### src/sv/vtc_pkg.sv
// ============================================================================
// vtc_pkg: shared types and constants for the virtual tick clock
// Run states, command codes, error codes, sequencer states and register map.
// ============================================================================
package vtc_pkg;

    localparam int unsigned STEP_W    = 32;
    localparam int unsigned TIME_W    = 63;
    localparam int unsigned TICK_W    = 32;
    localparam int unsigned CFG_IDX_W = 2;

    localparam logic [STEP_W-1:0] STEP_RESET = 32'd1000000;

    typedef enum logic [2:0] {
        RUN_IDLE      = 3'd0,
        RUN_RUNNING   = 3'd1,
        RUN_PAUSED    = 3'd2,
        RUN_STOPPED   = 3'd3,
        RUN_TIMED_OUT = 3'd4
    } t_run_state;

    typedef enum logic [2:0] {
        MODE_RESET   = 3'd0,
        MODE_START   = 3'd1,
        MODE_PAUSE   = 3'd2,
        MODE_RESUME  = 3'd3,
        MODE_STOP    = 3'd4,
        MODE_ADVANCE = 3'd5
    } t_mode;

    typedef enum logic [2:0] {
        ERR_OK              = 3'd0,
        ERR_BAD_TICK_COUNT  = 3'd1,
        ERR_BAD_TIMEOUT     = 3'd2,
        ERR_ALREADY_STARTED = 3'd3,
        ERR_NOT_RUNNING     = 3'd4,
        ERR_NOT_PAUSED      = 3'd5,
        ERR_ALREADY_STOPPED = 3'd6,
        ERR_TIMEOUT_REACHED = 3'd7
    } t_err;

    typedef enum logic [CFG_IDX_W-1:0] {
        CFG_STEP_NS        = 2'd0,
        CFG_TIMEOUT_ENABLE = 2'd1,
        CFG_TIMEOUT_NS     = 2'd2
    } t_cfg_idx;

    typedef enum logic {
        SEQ_IDLE    = 1'b0,
        SEQ_ADVANCE = 1'b1
    } t_seq_state;

    // control from the sequencer to the tick unit
    typedef struct packed {
        logic clear;
        logic tick;
    } t_tick_ctrl;

endpackage

### src/sv/virtual_tick_clock_with_timeout.sv
// Reset, start, pause, resume, stop, unknown and rejected commands give
//   their result in the cycle after the beat is accepted.
// Advance by N ticks gives its result once the N ticks are done
//   (sooner if the timeout is reached), one tick per cycle through the shared
//   tick unit; one item is in work at a time.
// Reset (i_rst_n low, synchronous): clock idle, counters and armed timeout
//   cleared, configuration back to step 1000000 ns, timeout disabled, zero.
// ============================================================================
// virtual_tick_clock_with_timeout: logical clock controller with timeout
// Decodes one command per input beat, sequences advance tick by tick and
// returns one status beat per command.
// ============================================================================
module virtual_tick_clock_with_timeout #(
    parameter int unsigned TICK_COUNT_WIDTH = 16
) (
    input  logic                            i_clk,
    input  logic                            i_rst_n,
    // configuration write channel
    input  logic                            i_cfg_valid,
    output logic                            o_cfg_ready,
    input  logic [vtc_pkg::CFG_IDX_W-1:0]   i_cfg_index,
    input  logic [vtc_pkg::TIME_W-1:0]      i_cfg_data,
    // command channel
    input  logic                            i_in_valid,
    output logic                            o_in_ready,
    input  logic [2:0]                      i_mode,
    input  logic [TICK_COUNT_WIDTH-1:0]     i_tick_count,
    // status channel
    output logic                            o_out_valid,
    input  logic                            i_out_ready,
    output logic [2:0]                      o_error_code,
    output logic [2:0]                      o_clock_state,
    output logic [vtc_pkg::TICK_W-1:0]      o_tick_total,
    output logic [vtc_pkg::TIME_W-1:0]      o_elapsed_ns,
    output logic                            o_timeout_armed
);
    import vtc_pkg::*;

    // configuration registers
    logic [STEP_W-1:0] r_step_ns;
    logic              r_timeout_en;
    logic [TIME_W-1:0] r_timeout_ns;

    // clock state
    t_run_state        r_run_state, n_run_state;
    logic              r_armed, n_armed;
    logic [TIME_W-1:0] r_armed_timeout, n_armed_timeout;

    // sequencer
    t_seq_state                  r_seq, n_seq;
    logic [TICK_COUNT_WIDTH-1:0] r_remain, n_remain;
    logic                        r_out_valid, n_out_valid;
    t_err                        r_err, n_err;

    logic       w_in_fire;
    logic       w_done;
    logic       w_hit;
    t_tick_ctrl w_ctrl;

    assign o_cfg_ready = 1'b1;
    assign o_in_ready  = (r_seq == SEQ_IDLE) && (!r_out_valid || i_out_ready);
    assign w_in_fire   = i_in_valid && o_in_ready;

    // write configuration registers
    always_ff @(posedge i_clk) begin
        if (!i_rst_n) begin
            r_step_ns    <= STEP_RESET;
            r_timeout_en <= 1'b0;
            r_timeout_ns <= '0;
        end else if (i_cfg_valid) begin
            unique case (t_cfg_idx'(i_cfg_index))
                CFG_STEP_NS:        r_step_ns    <= i_cfg_data[STEP_W-1:0];
                CFG_TIMEOUT_ENABLE: r_timeout_en <= i_cfg_data[0];
                CFG_TIMEOUT_NS:     r_timeout_ns <= i_cfg_data;
                default: begin
                end
            endcase
        end
    end

    // advance finishes on timeout or on its last tick
    assign w_done = (r_seq == SEQ_ADVANCE) &&
                    (w_hit || (r_remain == {{(TICK_COUNT_WIDTH-1){1'b0}}, 1'b1}));

    // sequencer next state
    always_comb begin
        n_seq = r_seq;
        unique case (r_seq)
            SEQ_IDLE: begin
                if (w_in_fire && (t_mode'(i_mode) == MODE_ADVANCE) &&
                    (i_tick_count != '0) && (r_run_state == RUN_RUNNING)) begin
                    n_seq = SEQ_ADVANCE;
                end
            end
            SEQ_ADVANCE: begin
                if (w_done) begin
                    n_seq = SEQ_IDLE;
                end
            end
            default: n_seq = SEQ_IDLE;
        endcase
    end

    // command decode and datapath control
    always_comb begin
        n_run_state     = r_run_state;
        n_armed         = r_armed;
        n_armed_timeout = r_armed_timeout;
        n_remain        = r_remain;
        n_err           = r_err;
        n_out_valid     = r_out_valid && !i_out_ready;
        w_ctrl          = '{clear: 1'b0, tick: 1'b0};

        if (w_in_fire) begin
            n_out_valid = 1'b1;
            n_err       = ERR_OK;
            unique case (t_mode'(i_mode))
                MODE_RESET: begin
                    n_run_state     = RUN_IDLE;
                    n_armed         = 1'b0;
                    n_armed_timeout = '0;
                    w_ctrl.clear    = 1'b1;
                end
                MODE_START: begin
                    if (r_run_state != RUN_IDLE) begin
                        n_err = ERR_ALREADY_STARTED;
                    end else if (r_timeout_en && (r_timeout_ns == '0)) begin
                        n_err = ERR_BAD_TIMEOUT;
                    end else begin
                        n_armed         = r_timeout_en;
                        n_armed_timeout = r_timeout_ns;
                        n_run_state     = RUN_RUNNING;
                    end
                end
                MODE_PAUSE: begin
                    if (r_run_state != RUN_RUNNING) begin
                        n_err = ERR_NOT_RUNNING;
                    end else begin
                        n_run_state = RUN_PAUSED;
                    end
                end
                MODE_RESUME: begin
                    if (r_run_state != RUN_PAUSED) begin
                        n_err = ERR_NOT_PAUSED;
                    end else begin
                        n_run_state = RUN_RUNNING;
                    end
                end
                MODE_STOP: begin
                    if (r_run_state == RUN_STOPPED) begin
                        n_err = ERR_ALREADY_STOPPED;
                    end else if (r_run_state == RUN_IDLE) begin
                        n_err = ERR_NOT_RUNNING;
                    end else begin
                        n_run_state = RUN_STOPPED;
                    end
                end
                MODE_ADVANCE: begin
                    if (i_tick_count == '0) begin
                        n_err = ERR_BAD_TICK_COUNT;
                    end else if (r_run_state != RUN_RUNNING) begin
                        n_err = ERR_NOT_RUNNING;
                    end else begin
                        // hold the result until the ticks are done
                        n_out_valid = 1'b0;
                        n_remain    = i_tick_count;
                    end
                end
                default: begin
                end
            endcase
        end else if (r_seq == SEQ_ADVANCE) begin
            // take one tick through the shared unit
            w_ctrl.tick = 1'b1;
            n_remain    = r_remain - {{(TICK_COUNT_WIDTH-1){1'b0}}, 1'b1};
            if (w_hit) begin
                n_run_state = RUN_TIMED_OUT;
                n_err       = ERR_TIMEOUT_REACHED;
            end
            if (w_done) begin
                n_out_valid = 1'b1;
            end
        end
    end

    // control registers
    always_ff @(posedge i_clk) begin
        if (!i_rst_n) begin
            r_seq           <= SEQ_IDLE;
            r_run_state     <= RUN_IDLE;
            r_armed         <= 1'b0;
            r_armed_timeout <= '0;
            r_out_valid     <= 1'b0;
            r_err           <= ERR_OK;
        end else begin
            r_seq           <= n_seq;
            r_run_state     <= n_run_state;
            r_armed         <= n_armed;
            r_armed_timeout <= n_armed_timeout;
            r_out_valid     <= n_out_valid;
            r_err           <= n_err;
        end
    end

    // remaining tick count
    always_ff @(posedge i_clk) begin
        r_remain <= n_remain;
    end

    vtc_tick_unit u_tick (
        .i_clk           (i_clk),
        .i_rst_n         (i_rst_n),
        .i_ctrl          (w_ctrl),
        .i_step_ns       (r_step_ns),
        .i_armed         (r_armed),
        .i_armed_timeout (r_armed_timeout),
        .o_tick_total    (o_tick_total),
        .o_elapsed_ns    (o_elapsed_ns),
        .o_hit           (w_hit)
    );

    // status beat: state registers hold while the beat waits
    assign o_out_valid     = r_out_valid;
    assign o_error_code    = r_err;
    assign o_clock_state   = r_run_state;
    assign o_timeout_armed = r_armed;

endmodule

### src/sv/vtc_tick_unit.sv
// ============================================================================
// vtc_tick_unit: shared tick step unit
// Holds tick counter and elapsed time; one saturating tick per enabled cycle
// and the timeout compare on the stepped time.
// ============================================================================
module vtc_tick_unit (
    input  logic                         i_clk,
    input  logic                         i_rst_n,
    input  vtc_pkg::t_tick_ctrl          i_ctrl,
    input  logic [vtc_pkg::STEP_W-1:0]   i_step_ns,
    input  logic                         i_armed,
    input  logic [vtc_pkg::TIME_W-1:0]   i_armed_timeout,
    output logic [vtc_pkg::TICK_W-1:0]   o_tick_total,
    output logic [vtc_pkg::TIME_W-1:0]   o_elapsed_ns,
    output logic                         o_hit
);
    import vtc_pkg::*;

    logic [TICK_W-1:0] r_tick;
    logic [TIME_W-1:0] r_elapsed;
    logic [TICK_W-1:0] n_tick;
    logic [TIME_W-1:0] n_elapsed;
    logic [TIME_W:0]   w_sum;

    // step the counters, saturating at all ones
    always_comb begin
        w_sum     = {1'b0, r_elapsed} + {{(TIME_W+1-STEP_W){1'b0}}, i_step_ns};
        n_elapsed = w_sum[TIME_W] ? {TIME_W{1'b1}} : w_sum[TIME_W-1:0];
        n_tick    = (&r_tick) ? r_tick : r_tick + {{(TICK_W-1){1'b0}}, 1'b1};
    end

    // timeout reached on this tick
    assign o_hit = i_armed && (n_elapsed >= i_armed_timeout);

    // hold or advance the counters
    always_ff @(posedge i_clk) begin
        if (!i_rst_n || i_ctrl.clear) begin
            r_tick    <= '0;
            r_elapsed <= '0;
        end else if (i_ctrl.tick) begin
            r_tick    <= n_tick;
            r_elapsed <= n_elapsed;
        end
    end

    assign o_tick_total = r_tick;
    assign o_elapsed_ns = r_elapsed;

endmodule
### config.mk
export PLATFORM = sky130hd
export DESIGN_NAME = virtual_tick_clock_with_timeout
export DESIGN_NICKNAME = d
export VERILOG_FILES = /design/src/sv/vtc_pkg.sv /design/src/sv/virtual_tick_clock_with_timeout.sv /design/src/sv/vtc_tick_unit.sv
export SDC_FILE = /design/constraint.sdc
export NUM_CORES = 1
export LEC_CHECK = 0
export ABC_AREA = 1
export ABC_CLOCK_PERIOD_IN_PS = 4300
export BUFFER_PORTS_ARGS = -buffer_cell sky130_fd_sc_hd__buf_2
export CORE_MARGIN = 5
export CORE_UTILIZATION = 60
export CTS_CLUSTER_DIAMETER = 50
export CTS_CLUSTER_SIZE = 28
export DETAILED_ROUTE_END_ITERATION = 12
export PLACE_DENSITY = 0.8
export SYNTH_ARGS = -nofsm -noshare
export SYNTH_HDL_FRONTEND = slang
export SYNTH_SLANG_ARGS = --single-unit
### constraint.sdc
create_clock -name i_clk -period 4.3 [get_ports i_clk]
set_input_delay 0.43 -clock i_clk [delete_from_list [all_inputs] [get_ports i_clk]]
set_output_delay 0.43 -clock i_clk [all_outputs]
set_load 0.01 [all_outputs]
# After elaboration in Yosys (flattened, before gate mapping)
# Cells that the tools add are included.
totals:
  input_bits: 89
  n_memories: 0
  ram_bits: 0
  latchBits: 0
  output_inout_bits: 105
  elab_cells: 122
  ff_bits: 279
  romBits: 0
classes:
  magnitude_cmp: 1
  n_addsub: 3
  n_mux: 46
  reduce_logical: 34
  div: 0
  bitwise: 2
  eq_ne: 24
  multipliers: 0
  n_shift: 0
op_table:
  columns: ["operator", "n"]
  rows:
  - ["63-bit 2-to-1 mux", 3]
  - ["63-bit one-hot mux with 2 select lines", 1]
  - ["16-bit 2-to-1 mux", 5]
  - ["63-bit by 32-bit adder with 64-bit output", 1]
  - ["63-bit >= comparator", 1]
  - ["63-bit logical NOT", 1]
  - ["3-bit 2-to-1 mux", 17]
  - ["32-bit by 1-bit adder with 32-bit output, second input constant", 1]
  - ["32-bit AND reduction", 1]
  - ["3-bit one-hot mux with 5 select lines", 2]
  - ["3-bit != test, second input constant", 6]
  - ["16-bit by 1-bit equality test with 1-bit output, second input constant", 1]
  - ["16-bit logical NOT", 1]
  - ["16-bit nonzero test", 1]
  - ["16-bit by 1-bit subtractor with 16-bit output, second input constant", 1]
  - ["1-bit 2-to-1 mux", 14]
  - ["2-bit AND reduction", 5]
  - ["3-bit by 2-bit equality test with 1-bit output, second input constant", 3]
  - ["1-bit logical AND", 9]
  - ["9-bit AND reduction", 1]
  - ["2-bit != test, second input constant", 4]
  - ["4-bit AND reduction", 2]
  - ["3-bit by 1-bit equality test with 1-bit output, second input constant", 2]
  - ["3-bit equality test, second input constant", 2]
  - ["15 further kinds", 25]

# Depth between registers and ports, before layout
depth:
  ltp_word: 9
  ltp_mapped: 31
  ltp_nobuf: 31

# Cells and area by module
# A second synthesis with hierarchy kept.
hier_totals:
  cells_unflattened: 2869
  hier_area_um2: 17762.0
by_module_without_submodules:
  columns: ["mod", "cells_per_inst", "area_each_um2", "seq_area_each_um2", "n_inst"]
  rows:
  - ["vtc_tick_unit", 1833, 10198.5, 1901.8, 1]
  - ["virtual_tick_clock_with_timeout", 1036, 7563.5, 3843.7, 1]

# Worst setup path after synthesis
# OpenSTA, ideal clock, no wires.
synth_timing:
  path_type: "register to register"
  startpoint: "register u_tick.r_elapsed[0], in the netlist u_tick.o_elapsed_ns[0]"
  endpoint: "register r_run_state[1], in the netlist o_clock_state[1]"
  t_required_ps: 4185
  arrival_ps: 3281
  synth_period_minus_slack_ps: 3396
  slack_ps: 904
  stages_incl_launch_ff: 29
  setup_ps: 115
  path_buffers: 0
  path_cell_list: "dfxtp_1 > ha_1 > inv_1 > fa_1 > nand3b_1 > nand2_1 > nand2_1 > nand2_1 > nand2_1 > nand2_1 > nand2_1 > nand3_1 > nand2_1 > nand3_1 > nand3_1 > ha_1 > nand2_1 > inv_1 > nand3_1 > nor3_1 > nand2_1 > a21oi_1 > nor2_1 > nand2_1 > nand2_1 > nand2_1 > nand3_1 > nand2_1 > nor2_1"
synth_between:
  elab_chain_cells: 6
synth_rtl:
  columns: ["item", "line", "rtl"]
  rows:
  - ["from (decl)", "vtc_tick_unit.sv:20", "logic [TIME_W-1:0] r_elapsed;"]
  - ["from (signal assigned)", "vtc_tick_unit.sv:42", "r_elapsed <= n_elapsed;"]
  - ["63-bit by 32-bit adder with 64-bit output", "vtc_tick_unit.sv:27", "w_sum = {1'b0, r_elapsed} + {{(TIME_W+1-STEP_W){1'b0}}, i_step_ns};"]
  - ["63-bit 2-to-1 mux", "vtc_tick_unit.sv:28", "n_elapsed = w_sum[TIME_W] ? {TIME_W{1'b1}} : w_sum[TIME_W-1:0];"]
  - ["via u_tick.n_elapsed[58]", "vtc_tick_unit.sv:22", "logic [TIME_W-1:0] n_elapsed;"]
  - ["63-bit >= comparator", "vtc_tick_unit.sv:33", "assign o_hit = i_armed && (n_elapsed >= i_armed_timeout);"]
  - ["1-bit logical AND", "vtc_tick_unit.sv:33", null]
  - ["2-bit nonzero test (no line)", null, null]
  - ["9-bit AND reduction (no line)", null, null]
  - ["to (signal assigned)", "virtual_tick_clock_with_timeout.sv:197", "r_run_state <= n_run_state;"]
  - ["to (decl)", "virtual_tick_clock_with_timeout.sv:45", "t_run_state r_run_state, n_run_state;"]
# The timed path passes the listed nets, and every way through them passes these cells.
# A chain may end at the register's enable or synchronous reset.

# Worst setup path after layout
layout_timing:
  startpoint: "register r_step_ns[0]"
  endpoint: "register r_err[0], in the netlist o_error_code[0]"
layout_between:
  elab_chain_cells: 6
layout_rtl:
  columns: ["item", "line", "rtl"]
  rows:
  - ["from (decl)", "virtual_tick_clock_with_timeout.sv:40", "logic [STEP_W-1:0] r_step_ns;"]
  - ["from (signal assigned)", "virtual_tick_clock_with_timeout.sv:72", "CFG_STEP_NS: r_step_ns <= i_cfg_data[STEP_W-1:0];"]
  - ["63-bit by 32-bit adder with 64-bit output", "vtc_tick_unit.sv:27", null]
  - ["63-bit 2-to-1 mux", "vtc_tick_unit.sv:28", null]
  - ["via u_tick.n_elapsed[46]", "vtc_tick_unit.sv:22", null]
  - ["63-bit >= comparator", "vtc_tick_unit.sv:33", null]
  - ["1-bit logical AND", "vtc_tick_unit.sv:33", null]
  - ["2-bit nonzero test (no line)", null, null]
  - ["2-bit AND reduction (no line)", null, null]
  - ["to (signal assigned)", "virtual_tick_clock_with_timeout.sv:201", "r_err <= n_err;"]
  - ["to (decl)", "virtual_tick_clock_with_timeout.sv:53", "t_err r_err, n_err;"]
# The timed path passes the listed nets, and every way through them passes these cells.

==> run metrics <==
Async SR Flop Fraction=0; Gate power share=0.097; Slew @ Worst Pin=956.2 ps; worst skew pair latency=between 500 and 600 ps; 1st-iter DRT viols=1688; TritonCTS Buffers=31; Reg-to-Reg Start=r_step_ns[0]$_SDFFE_PN0P_; DR WL/cell=17.78 µm; worst r2r path cells=29; via/cell ratio=~5.7; Min Hold Slack=around 68 ps; first-pass GRT wire length=94080 µm; CP arrival=4510 ps; minimum clock period=4032 ps; ranking of synthesized cells by area=dfxtp_1 30%, nand2_1 12%, nor2_1 9.9%, inv_1 7.6%, ha_1 6.9%; Die Y=182.0 µm; layout cells sized above 1=0.1419; Post-synth EDFFs=16; CTS H-tree lvls=1; final period utilization=0.9376; Die ar.=0.03311 mm²; f_max=248.0 MHz; Post-Syn Area=approximately 0.018 mm²; Worst-path clk slew=80 ps; synthesized flop and latch total=279; RSZ-0062 raised after global routing=yes; hold path endpoint=r_timeout_ns[47]$_SDFFE_PN0P_; TritonCTS Sinks=279; Inst Count DP=around 3300; sw frac=0.2831; antenna viol nets, final=0; Synth top area share=0.2968; cell family with most CP delay=simple AND/OR/NAND/NOR gates; largest net degree at the start of global routing=104; most frequent CP cell=nand2_1; initial antenna violation count=0; via count=18900; hold_buf cts=0; Clk pwr share=0.463; status=finished clean; final setup violation count=0; area leader, netlist=dfxtp_1; Area Overhead vs Synth=14.86%; Mapped Cells=2741; Layout Cells excl Fill=3335; internal power=4.438 mW; Setup Skew=22.26 ps; antenna cells=0; clock tree from TritonCTS=done; Critical Path Fanout Max=5; hold depth=3; Final WS setup=268.5 ps; Flop pwr share=0.439; drc violations=0; leading cell type by number of instances after synthesis=nand2_1; Final Slew Violations=0; num rows=63; final core occ=0.6931; Placeable Area=slightly below 0.03 mm²; Routed WL=just under 60000 µm; Synth warnings=0; Synth top cells by count=584 x nand2_1, 470 x nor2_1, 361 x inv_1, 263 x dfxtp_1, 204 x nand3_1; Syn Nets=2929; leakage=approximately 10 nW; CP bufs+invs=5; CP Capture Type=flip-flop; vias in the first global route=approximately 18000; register area share after synthesis=0.3239; reg-to-reg slack, setup=270 ps; Initial Util=0.6034; gr usage total=0.3464; pwr/cell area=303.8 mW/mm²; Worst slew margin=0.3625; Worst R2R End=o_error_code[0]$_SDFFE_PN0P_; Placed Area=0.01914 mm²; Syn Area/Cell=6.472 µm²; Chip Width=182.0 µm; ys flop type=dfxtp_1; Final Net Count=a little over 3000; deepest clock path buffer count=3; DP Wirelength=roughly 46000 µm; GR Overflow Total=0; routability cong.=1.021; HP Class=input port to flip-flop; clock root buffer=clkbuf_16; Startpoint Class=flip-flop; CP required=~4800 ps; Top Ports=194; final hold vios=0; Place WS=-70.76 ps; Synth cell types=57; Final Cell Area=0.02038 mm²; maximum vdd drop=325.5 µV; IO buf count=192; Switch Pwr=1.753 mW; max incr delay on CP=410 ps; DR pass1 iterations=6; WS Path Type=flip-flop to flip-flop; slowest CP cell=fa_1; worst hold start=i_cfg_data[47]; max-capacitance violation count=0
worst max-delay path by stage:
stage	startpoint	endpoint	slack [ps]	cells past startpoint
2_1_floorplan	u_tick.o_elapsed_ns[0]$_SDFFE_PP0P_	o_clock_state[1]$_SDFFE_PN0P_	900	28
3_3_place_gp	u_tick.o_elapsed_ns[0]$_SDFFE_PP0P_	o_out_valid$_SDFF_PN0_	-20	28
3_5_place_dp	u_tick.o_elapsed_ns[0]$_SDFFE_PP0P_	o_out_valid$_SDFF_PN0_	-70	28
4_1_cts	u_tick.o_elapsed_ns[0]$_SDFFE_PP0P_	o_out_valid$_SDFF_PN0_	0.8	28
5_1_grt	r_step_ns[0]$_SDFFE_PN0P_	o_error_code[0]$_SDFFE_PN0P_	-20	30
6_report	r_step_ns[0]$_SDFFE_PN0P_	o_error_code[0]$_SDFFE_PN0P_	270	29
power groups by stage:
stage               clock network [mW]  registers, mW  logic, mW
finish                            2.87           2.72      0.601
global route                      3.00           2.73      0.665
CTS                               2.88           2.72      0.581
detailed placement                   0           2.78      0.575
global placement                     0           2.77      0.559
floorplan                            0           2.77      0.379
logic make-up (layout without fill, tap and decap cells):
group	count (synthesis)	in the layout	synth area share
adder cells (fa/ha/maj)	99	99	0.07024
XOR/XNOR	51	51	0.02518
other	1	1	0.0002114
AND/OR/NAND/NOR	1462	1462	0.3619
buffers and inverters	472	676	0.1070
flip-flops	279	279	0.3239
AO/OA/AOI/OAI	377	377	0.1116
flip-flops by register name, summed over array words and instances (netlist names):
register	count
o_clock_state	3
o_error_code	3
o_out_valid	1
o_timeout_armed	1
r_armed_timeout	63
r_remain	16
r_seq	1
r_step_ns	32
r_timeout_en	1
r_timeout_ns	63
u_tick.o_elapsed_ns	63
u_tick.o_tick_total	32
layer usage:
metal  global-route usage  vias up  part of all wire
met5                    0        -                 0
met4               0.1294        0             0.046
met3              0.04607      166             0.075
met2               0.5996      821              0.47
met1               0.4407     8779              0.41
li1                     -     9130                 -
cells in the final DEF, fill, tap and decap left out, drive strengths merged, types with 46 or more instances in the layout:
cell type | synthesis | final
nand4 | 46 | 46
dfxtp | 263 | 263
a21oi | 162 | 162
nand2 | 604 | 604
nand3 | 217 | 217
o21ai | 190 | 190
nor3 | 46 | 46
inv | 375 | 386
buf | 32 | 242
ha | 98 | 98
nor2 | 495 | 495
tightest hold or removal path, delay by kind of cell:
family	cells	cell delay [ps]
and+or+nand+nor	2	110
buffers and inverters	1	70
per-stage QoR:
| stage | TNS [ps] | power (mW) |
|---|---|---|
| after floorplan | 0 | 3.145 |
| after global placement | -15.39 | 3.333 |
| after detailed placement | -258.0 | 3.351 |
| after CTS | 0 | 6.175 |
| after global routing | -22.18 | 6.389 |
| final | 0 | 6.190 |
area by class of cell:
class	count	area, µm²
Tap cell	390	488.0
Fill cell	2588	9025
Clock inverter	23	312.8
Multi-Input combinational cell	1990	10220
Timing Repair Buffer	242	1386
Inverter	377	1415
Clock buffer	34	807.0
Sequential cell	279	5748
what timing repair did:
action                                  in CTS  in global routing
cloned                                       0                  0
gates resized for setup                      2                 26
pin swaps                                    0                  4
endpoints found under the setup margin       7                  8
setup buffers                                0                  2
(Power assumes the default switching activity.)
